**src/ddt_pkg.sv**
```systemverilog
package ddt_pkg;

  // Token codes
  localparam logic [5:0] TK_LET_A   = 6'd0;
  localparam logic [5:0] TK_LET_I   = 6'd8;
  localparam logic [5:0] TK_LET_Q   = 6'd16;
  localparam logic [5:0] TK_LET_U   = 6'd20;
  localparam logic [5:0] TK_LET_W   = 6'd22;
  localparam logic [5:0] TK_AA      = 6'd26;
  localparam logic [5:0] TK_AI      = 6'd27;
  localparam logic [5:0] TK_AU      = 6'd28;
  localparam logic [5:0] TK_EE      = 6'd29;
  localparam logic [5:0] TK_EEU     = 6'd30;
  localparam logic [5:0] TK_EI      = 6'd31;
  localparam logic [5:0] TK_EU      = 6'd32;
  localparam logic [5:0] TK_IE      = 6'd33;
  localparam logic [5:0] TK_IEU     = 6'd34;
  localparam logic [5:0] TK_IJ      = 6'd35;
  localparam logic [5:0] TK_OE      = 6'd36;
  localparam logic [5:0] TK_OO      = 6'd37;
  localparam logic [5:0] TK_OU      = 6'd38;
  localparam logic [5:0] TK_UI      = 6'd39;
  localparam logic [5:0] TK_UU      = 6'd40;
  localparam logic [5:0] TK_CH      = 6'd41;
  localparam logic [5:0] TK_BREAK   = 6'd42;
  localparam logic [5:0] TK_INVALID = 6'd43;

  // Fill byte read past the end of a word
  localparam logic [7:0] PAD_BYTE = 8'h30;

  typedef struct packed {
    logic [7:0] char_in;
    logic       word_end;
  } in_word_t;

  typedef struct packed {
    logic [5:0] token;
    logic [1:0] token_chars;
    logic       invalid_char;
    logic       last_token;
  } out_word_t;

  // Up to four tokens from one input word
  typedef struct packed {
    logic [2:0]           count;
    out_word_t [3:0]      item;
  } batch_t;

  // Outcome of one rule at one position
  typedef struct packed {
    logic [2:0][5:0] tok;
    logic [1:0]      ntok;
    logic [2:0]      used;
  } rule_t;

  function automatic logic [7:0] fold_case(input logic [7:0] c);
    if ((c >= 8'h41 && c <= 8'h5A) || (c >= 8'hC0 && c <= 8'hDF)) begin
      return c + 8'd32;
    end
    return c;
  endfunction

  function automatic logic [7:0] strip_umlaut(input logic [7:0] c);
    case (c)
      8'hC4, 8'hE4: return "a";
      8'hCB, 8'hEB: return "e";
      8'hCF, 8'hEF: return "i";
      8'hD6, 8'hF6: return "o";
      8'hDC, 8'hFC: return "u";
      default:      return c;
    endcase
  endfunction

  function automatic logic [1:0] token_size(input logic [5:0] tok);
    if (tok < TK_AA || tok == TK_INVALID) return 2'd1;
    if (tok == TK_BREAK) return 2'd0;
    if (tok == TK_EEU || tok == TK_IEU) return 2'd3;
    return 2'd2;
  endfunction

  function automatic rule_t mk_rule(input logic [2:0] used, input logic [1:0] ntok,
                                    input logic [5:0] t0, input logic [5:0] t1,
                                    input logic [5:0] t2);
    rule_t r;
    r.used   = used;
    r.ntok   = ntok;
    r.tok[0] = t0;
    r.tok[1] = t1;
    r.tok[2] = t2;
    return r;
  endfunction

  // Greedy ordered cluster rules; a is the head byte (umlaut stripped here)
  function automatic rule_t apply_rule(input logic [7:0] a_raw, input logic [7:0] b,
                                       input logic [7:0] c, input logic [7:0] d);
    logic [7:0] a;
    a = strip_umlaut(a_raw);
    if (a == "i" && b == "e" && c == "u" && d == "w")
      return mk_rule(3'd4, 2'd2, TK_IEU, TK_LET_W, 6'd0);
    if (a == "a" && b == "a" && c == "i") return mk_rule(3'd3, 2'd2, TK_AA, TK_LET_I, 6'd0);
    if (a == "a" && b == "i" && c == "j") return mk_rule(3'd3, 2'd2, TK_LET_A, TK_IJ, 6'd0);
    if (a == "e" && b == "e" && c == "u") return mk_rule(3'd3, 2'd1, TK_EEU, 6'd0, 6'd0);
    if (a == "i" && b == "e" && c == "e") return mk_rule(3'd3, 2'd2, TK_LET_I, TK_EE, 6'd0);
    if (a == "i" && b == "e" && c == "u") return mk_rule(3'd3, 2'd2, TK_LET_I, TK_EU, 6'd0);
    if (a == "o" && b == "e" && c == "i") return mk_rule(3'd3, 2'd2, TK_OE, TK_LET_I, 6'd0);
    if (a == "o" && b == "o" && c == "i") return mk_rule(3'd3, 2'd2, TK_OO, TK_LET_I, 6'd0);
    if (a == "q" && b == "u" && c == "i")
      return mk_rule(3'd3, 2'd3, TK_LET_Q, TK_LET_U, TK_LET_I);
    if (a == "a" && b == "a") return mk_rule(3'd2, 2'd1, TK_AA, 6'd0, 6'd0);
    if (a == "a" && b == "i") return mk_rule(3'd2, 2'd1, TK_AI, 6'd0, 6'd0);
    if (a == "a" && b == "u") return mk_rule(3'd2, 2'd1, TK_AU, 6'd0, 6'd0);
    if (a == "c" && b == "h") return mk_rule(3'd2, 2'd1, TK_CH, 6'd0, 6'd0);
    if (a == "e" && b == "e") return mk_rule(3'd2, 2'd1, TK_EE, 6'd0, 6'd0);
    if (a == "e" && b == "i") return mk_rule(3'd2, 2'd1, TK_EI, 6'd0, 6'd0);
    if (a == "e" && b == "u") return mk_rule(3'd2, 2'd1, TK_EU, 6'd0, 6'd0);
    if (a == "i" && b == "e") return mk_rule(3'd2, 2'd1, TK_IE, 6'd0, 6'd0);
    if (a == "i" && b == "j") return mk_rule(3'd2, 2'd1, TK_IJ, 6'd0, 6'd0);
    if (a == "o" && b == "e") return mk_rule(3'd2, 2'd1, TK_OE, 6'd0, 6'd0);
    if (a == "o" && b == "o") return mk_rule(3'd2, 2'd1, TK_OO, 6'd0, 6'd0);
    if (a == "o" && b == "u") return mk_rule(3'd2, 2'd1, TK_OU, 6'd0, 6'd0);
    if (a == "u" && b == "i") return mk_rule(3'd2, 2'd1, TK_UI, 6'd0, 6'd0);
    if (a == "u" && b == "u") return mk_rule(3'd2, 2'd1, TK_UU, 6'd0, 6'd0);
    if (a == ".") return mk_rule(3'd1, 2'd1, TK_BREAK, 6'd0, 6'd0);
    if (a >= "a" && a <= "z") return mk_rule(3'd1, 2'd1, 6'(a - 8'h61), 6'd0, 6'd0);
    return mk_rule(3'd1, 2'd1, TK_INVALID, 6'd0, 6'd0);
  endfunction

endpackage

```
**src/ddt_core.sv**
```systemverilog
module ddt_core
  import ddt_pkg::*;
(
  input  logic [2:0][7:0] la_bytes,
  input  logic [1:0]      la_count,
  input  in_word_t        in_word,
  output batch_t          batch,
  output logic [2:0][7:0] la_bytes_next,
  output logic [1:0]      la_count_next
);

  logic [7:0]      folded;
  logic [2:0]      n;
  logic [6:0][7:0] win;
  rule_t [3:0]     rules;
  rule_t           r;
  logic [2:0]      p;
  logic [2:0]      pos;
  logic [2:0]      used0;

  assign folded = fold_case(in_word.char_in);
  assign n      = {1'b0, la_count} + 3'd1;
  assign used0  = rules[0].used;

  // Known bytes, padded past the end
  always_comb begin
    for (int i = 0; i < 7; i++) win[i] = PAD_BYTE;
    for (int i = 0; i < 3; i++) begin
      if (2'(i) < la_count) win[i] = la_bytes[i];
    end
    win[{1'b0, la_count}] = folded;
  end

  // One rule evaluated at every start position
  always_comb begin
    for (int q = 0; q < 4; q++) begin
      rules[q] = apply_rule(win[q], win[q+1], win[q+2], win[q+3]);
    end
  end

  // Chain the rules from the head; at most four steps
  always_comb begin
    batch = '0;
    p     = 3'd0;
    pos   = 3'd0;
    r     = '0;
    for (int j = 0; j < 4; j++) begin
      if ((in_word.word_end && p < n) || (!in_word.word_end && j == 0 && n == 3'd4)) begin
        r = rules[p[1:0]];
        for (int k = 0; k < 3; k++) begin
          if (2'(k) < r.ntok && pos < 3'd4) begin
            batch.item[pos[1:0]].token        = r.tok[k];
            batch.item[pos[1:0]].token_chars  = token_size(r.tok[k]);
            batch.item[pos[1:0]].invalid_char = (r.tok[k] == TK_INVALID);
            pos = pos + 3'd1;
          end
        end
        p = p + r.used;
      end
    end
    batch.count = pos;
    if (in_word.word_end && pos != 3'd0) begin
      batch.item[pos[1:0] - 2'd1].last_token = 1'b1;
    end
  end

  // Lookahead update
  always_comb begin
    la_bytes_next = la_bytes;
    la_count_next = la_count;
    if (in_word.word_end) begin
      la_count_next = 2'd0;
    end else if (n == 3'd4) begin
      for (int i = 0; i < 3; i++) begin
        if (3'(i) + used0 < 3'd4) la_bytes_next[i] = win[3'(i) + used0];
      end
      la_count_next = 2'(3'd4 - used0);
    end else begin
      la_bytes_next[la_count] = folded;
      la_count_next = n[1:0];
    end
  end

endmodule

```
**src/ddt_out.sv**
```systemverilog
module ddt_out
  import ddt_pkg::*;
(
  input  logic      clk,
  input  logic      rst,
  input  logic      load,
  input  batch_t    batch_in,
  output logic      free,
  output logic      tok_valid,
  input  logic      tok_ready,
  output out_word_t tok_word
);

  logic [2:0]      count;
  logic [2:0]      count_next;
  out_word_t [3:0] items;
  out_word_t [3:0] items_next;
  logic            fire;

  assign tok_valid = (count != 3'd0);
  assign tok_word  = items[0];
  assign fire      = tok_valid && tok_ready;
  assign free      = (count == 3'd0) || (count == 3'd1 && fire);

  always_comb begin
    items_next = items;
    count_next = count;
    if (fire) begin
      for (int i = 0; i < 3; i++) items_next[i] = items[i+1];
      count_next = count - 3'd1;
    end
    if (load && batch_in.count != 3'd0) begin
      items_next = batch_in.item;
      count_next = batch_in.count;
    end
  end

  always_ff @(posedge clk) begin
    items <= items_next;
    if (rst) begin
      count <= 3'd0;
    end else begin
      count <= count_next;
    end
  end

endmodule

```
**src/dutch_digraph_tokenizer.sv**
```systemverilog
// Channel  Direction  Word         Handshake
// char     in         in_word_t    char_valid / char_ready
// tok      out        out_word_t   tok_valid  / tok_ready
//
// A byte is held in the input register, then the rule logic turns it
// (with up to three held bytes) into zero to four tokens in the output batch.
// One byte per cycle while the batch keeps draining; tokens leave the batch
// in order, and bytes that make no token pass meanwhile.
// Reset (rst, synchronous) empties the input register, lookahead and batch.
// A stalled tok port holds the batch; the input stalls only when a byte
// would make tokens and the batch is not free by the end of the cycle.
module dutch_digraph_tokenizer
  import ddt_pkg::*;
(
  input  logic      clk,
  input  logic      rst,
  input  logic      char_valid,
  output logic      char_ready,
  input  in_word_t  char_word,
  output logic      tok_valid,
  input  logic      tok_ready,
  output out_word_t tok_word
);

  // Input register
  logic     in_vq;
  in_word_t in_q;

  // Lookahead: folded bytes waiting for a rule
  logic [2:0][7:0] la_bytes;
  logic [1:0]      la_count;
  logic [2:0][7:0] la_bytes_next;
  logic [1:0]      la_count_next;

  batch_t core_batch;
  logic   batch_free;
  logic   proc;

  // The held byte is processed when it makes no token or the batch frees up
  assign proc       = in_vq && (core_batch.count == 3'd0 || batch_free);
  assign char_ready = !in_vq || proc;

  ddt_core u_core (
    .la_bytes      (la_bytes),
    .la_count      (la_count),
    .in_word       (in_q),
    .batch         (core_batch),
    .la_bytes_next (la_bytes_next),
    .la_count_next (la_count_next)
  );

  ddt_out u_out (
    .clk       (clk),
    .rst       (rst),
    .load      (proc),
    .batch_in  (core_batch),
    .free      (batch_free),
    .tok_valid (tok_valid),
    .tok_ready (tok_ready),
    .tok_word  (tok_word)
  );

  always_ff @(posedge clk) begin
    if (char_valid && char_ready) in_q <= char_word;
    if (proc) la_bytes <= la_bytes_next;
    if (rst) begin
      in_vq    <= 1'b0;
      la_count <= 2'd0;
    end else begin
      if (char_valid && char_ready) begin
        in_vq <= 1'b1;
      end else if (proc) begin
        in_vq <= 1'b0;
      end
      if (proc) la_count <= la_count_next;
    end
  end

  // A word end always yields at least one token
  a_end_makes_token: assert property (@(posedge clk) disable iff (rst)
    (in_vq && in_q.word_end) |-> core_batch.count != 3'd0)
    else $error("word end produced no token");

  // Never more than four tokens per byte
  a_batch_bound: assert property (@(posedge clk) disable iff (rst)
    in_vq |-> core_batch.count <= 3'd4)
    else $error("token batch overflow");

  // Lookahead is empty after a word end
  a_flush_clears: assert property (@(posedge clk) disable iff (rst)
    (proc && in_q.word_end) |=> la_count == 2'd0)
    else $error("lookahead not flushed");

  // A processed byte that makes tokens leaves a valid token at the output
  a_no_lost_batch: assert property (@(posedge clk) disable iff (rst)
    (proc && core_batch.count != 3'd0) |=> tok_valid)
    else $error("batch dropped");

endmodule
```
**config.mk**
```make
export PLATFORM = sky130hd
export DESIGN_NAME = dutch_digraph_tokenizer
export DESIGN_NICKNAME = d
export VERILOG_FILES = /design/src/ddt_pkg.sv /design/src/ddt_core.sv /design/src/ddt_out.sv /design/src/dutch_digraph_tokenizer.sv
export SDC_FILE = /design/constraint.sdc
export NUM_CORES = 1
export LEC_CHECK = 0
export CORE_MARGIN = 1
export CORE_UTILIZATION = 35
export DETAILED_ROUTE_END_ITERATION = 8
export DONT_BUFFER_PORTS = 1
export GPL_ROUTABILITY_DRIVEN = 0
export GPL_TIMING_DRIVEN = 1
export PLACE_DENSITY = 0.55
export SETUP_SLACK_MARGIN = 0.05
export SLEW_MARGIN = 20
export SYNTH_ARGS = -nofsm -noshare
export SYNTH_HDL_FRONTEND = slang
export SYNTH_HIERARCHICAL = 1
export SYNTH_SLANG_ARGS = --single-unit
```
**constraint.sdc**
```tcl
create_clock -name clk -period 14.2 [get_ports clk]
set_input_delay 2.13 -clock clk [delete_from_list [all_inputs] [get_ports clk]]
set_output_delay 2.13 -clock clk [all_outputs]
set_load 0.01 [all_outputs]
```
==> metrics.txt <==
min Tclk post-route 13.54 ns; status finished clean; Post-synth EDFFs 73; fin util 0.387; switching part of the total 0.565; vias in the first global route 17.2k; Starting Density 0.355; CTS tree done; DR vias 19.1k; IO Port Bufs 0; Synth Register Bits 79; period utilization 0.953; Nets 2295; Cells after Synth 2234; Pint 1.10 mW; average wire per standard cell 24.9 µm; max incr delay on CP 0.62 ns; Worst path slowest cell edfxtp_1; CP top delay family simple AND/OR/NAND/NOR gates; clk_lat worst skew 0.37 ns; largest net degree at the start of global routing 43; Yosys cell types 112; sequential area share after synthesis 0.151; type of the worst min-delay path reg2reg; Top Ports 25; global route total overflow 0; actual slew at the worst max-slew pin 1.15 ns; Tot Pwr 2.53 mW; FMAX 0.0739 GHz; Worst Path Arrival 11.41 ns; Mapped Area 15300 µm²; Die Y 211 µm; Core ar. 43200 µm²; share of cells above drive strength 1 0.116; Die ar. 44700 µm²; setup violators final 0; drt pass-1 iters 6; total negative slack 0 ns; Hold Vio Cnt, Final 0; Syn Nets 2318; Sw Pwr 1.43 mW; Crit path top cell by count ha_1; Area growth syn-to-layout 8.83%; leakage power 6.24 nW; Clk pwr share 0.095; Yosys top cell area share 0.143; Max-Cap Viols 0; TritonCTS buffer count 9; Gate power share 0.726; Die W 211 µm; Critical Path RT 12.07 ns; Sequential Power Share 0.179; Avg Synthesized Cell Area 6.86 µm²; Primary FF master, synth edfxtp_1; count of pins over their slew limit 0; synth top area cells edfxtp_1, nand2_1, ha_1; WL final 69.8 mm; Clock transition at path regs 0.07 ns; Total Routing Usage GR 0.308; critical path capture point type primary output; Post-synth ARST share 0; Initial DRC Count 2919; Yosys top cell by area edfxtp_1; CTS root buffer clkbuf_16; power density over cell area 152 nW/µm²; Antenna Nets Post-Route 0; Setup crit start kind flop; clk_skew 0.0143 ns; CP Max Fanout 14; RSZ-0062 raised after global routing false; DRC errors left 0; dpl hpwl 54.9 mm; CTS Sinks 79; Worst VDD drop 0.140 mV; WS Path Type reg2out; relative slew slack 0.211; H-tree levels 3; WP buf/inv 5; # rows 76; first-pass GRT wire length 106 mm; initial antenna violation count 2; clk buf depth 2; Synth Warn # 6; vias per cell 6.81
cell usage after synthesis, drive strengths merged, types with 11 or more instances:
library cell,count
a211o,13
a211oi,33
a21boi,12
a21o,26
a21oi,151
a22o,13
a22oi,30
a31o,11
a31oi,46
a32oi,17
and2,35
and3,22
buf,49
clkbuf,87
edfxtp,73
ha,69
inv,78
mux2,27
mux2i,43
nand2,378
nand2b,23
nand3,104
nand3b,12
nand4,22
nor2,174
nor2b,18
nor3,77
nor4,47
o211ai,28
o21a,22
o21ai,176
o22ai,42
o31ai,18
or2,24
or3,13
xnor2,17
worst reg2reg max path: cells and delay by family (launching register included):
family	cells	cell delay (ns)
compound gates	16	3.63
simple gates	12	3.17
fa+ha+maj	7	1.86
buf+inv	8	1.81
mux	3	0.92
flops	1	0.62
xor+xnor	1	0.20
metal layers:
layer,track usage,vias up,part of all wire
met5,0,-,0.00019
met4,0.176,2,0.068
met3,0.0697,294,0.12
met2,0.436,1457,0.39
met1,0.425,8901,0.41
li1,-,8429,-
final timing paths:
kind,startpoint,end,slack (ns),depth (start not counted)
max,in_q[5]$_DFFE_PP_,char_ready,0.66,45
min,u_out/items[26]$_DFFE_PP_,u_out/items[16]$_DFFE_PP_,0.52,2
max reg2reg,in_q[5]$_DFFE_PP_,u_out/items[16]$_DFFE_PP_,1.64,47
min reg2reg,u_out/items[26]$_DFFE_PP_,u_out/items[16]$_DFFE_PP_,0.52,2
placed cells by master (no fill, tap or decap), drive strengths merged, types with 69 or more instances in the layout:
master,count
ha,69
nor3,77
nand2,378
o21ai,176
inv,83
nor2,174
a21oi,151
buf,102
nand3,104
edfxtp,73
per-stage QoR:
step	setup slack (ns)	instances	hold slack, ns	cell area (µm²)
after CTS	0.0635	2796	0.519	16500
after global routing	0.0224	2801	0.538	16700
after floorplan	0.917	2234	0.491	15300
after detailed placement	0.0145	2778	0.500	16200
final	0.664	2802	0.517	16700
after global placement	0.449	2778	0.497	16200
area by class of cell:
type / count / area [µm²]
flip-flops and latches: 79 / 2310
diodes: 1 / 2.50
well taps: 585 / 732
multi-input cells: 1940 / 12300
clock buffers: 9 / 225
fillers: 4680 / 26500
clock inverters: 7 / 72.6
repair buffers: 102 / 766
inverters: 79 / 297
kinds of logic (layout without fill, tap and decap cells):
group | after synthesis | count (layout) | synth area share
AND/OR/NAND/NOR | 1002 | 1002 | 0.317
AO/OA/AOI/OAI | 768 | 768 | 0.346
buffers and inverters | 215 | 197 | 0.0584
flip-flops | 79 | 79 | 0.151
multiplexers | 75 | 75 | 0.0560
adder cells (fa/ha/maj) | 71 | 71 | 0.0589
XOR/XNOR | 24 | 24 | 0.0137
other | 0 | 1 | 0
flip-flops by register name, indices dropped and copies added, names as in the netlist:
name and count:
u_out/count 3, la_bytes 24, u_out/tok_word 10, u_out/items 30
in_q 9, la_count 2, in_vq 1
what timing repair did:
item,CTS,global route
buffers inserted,2,5
endpoints found under the setup margin,1,32
pin swaps,1,3
hold buffers,0,0
resized for setup,4,25
power groups by stage:
| stage | combinational, mW | clock [mW] | sequential, mW |
|---|---|---|---|
| 2_1_floorplan | 1.23 | 0 | 0.425 |
| 5_1_grt | 1.96 | 0.254 | 0.464 |
| 4_1_cts | 1.73 | 0.247 | 0.452 |
| 3_5_place_dp | 1.71 | 0 | 0.457 |
| 3_3_place_gp | 1.70 | 0 | 0.455 |
| 6_report | 1.84 | 0.241 | 0.453 |
Power figures use the tool's default switching activity.
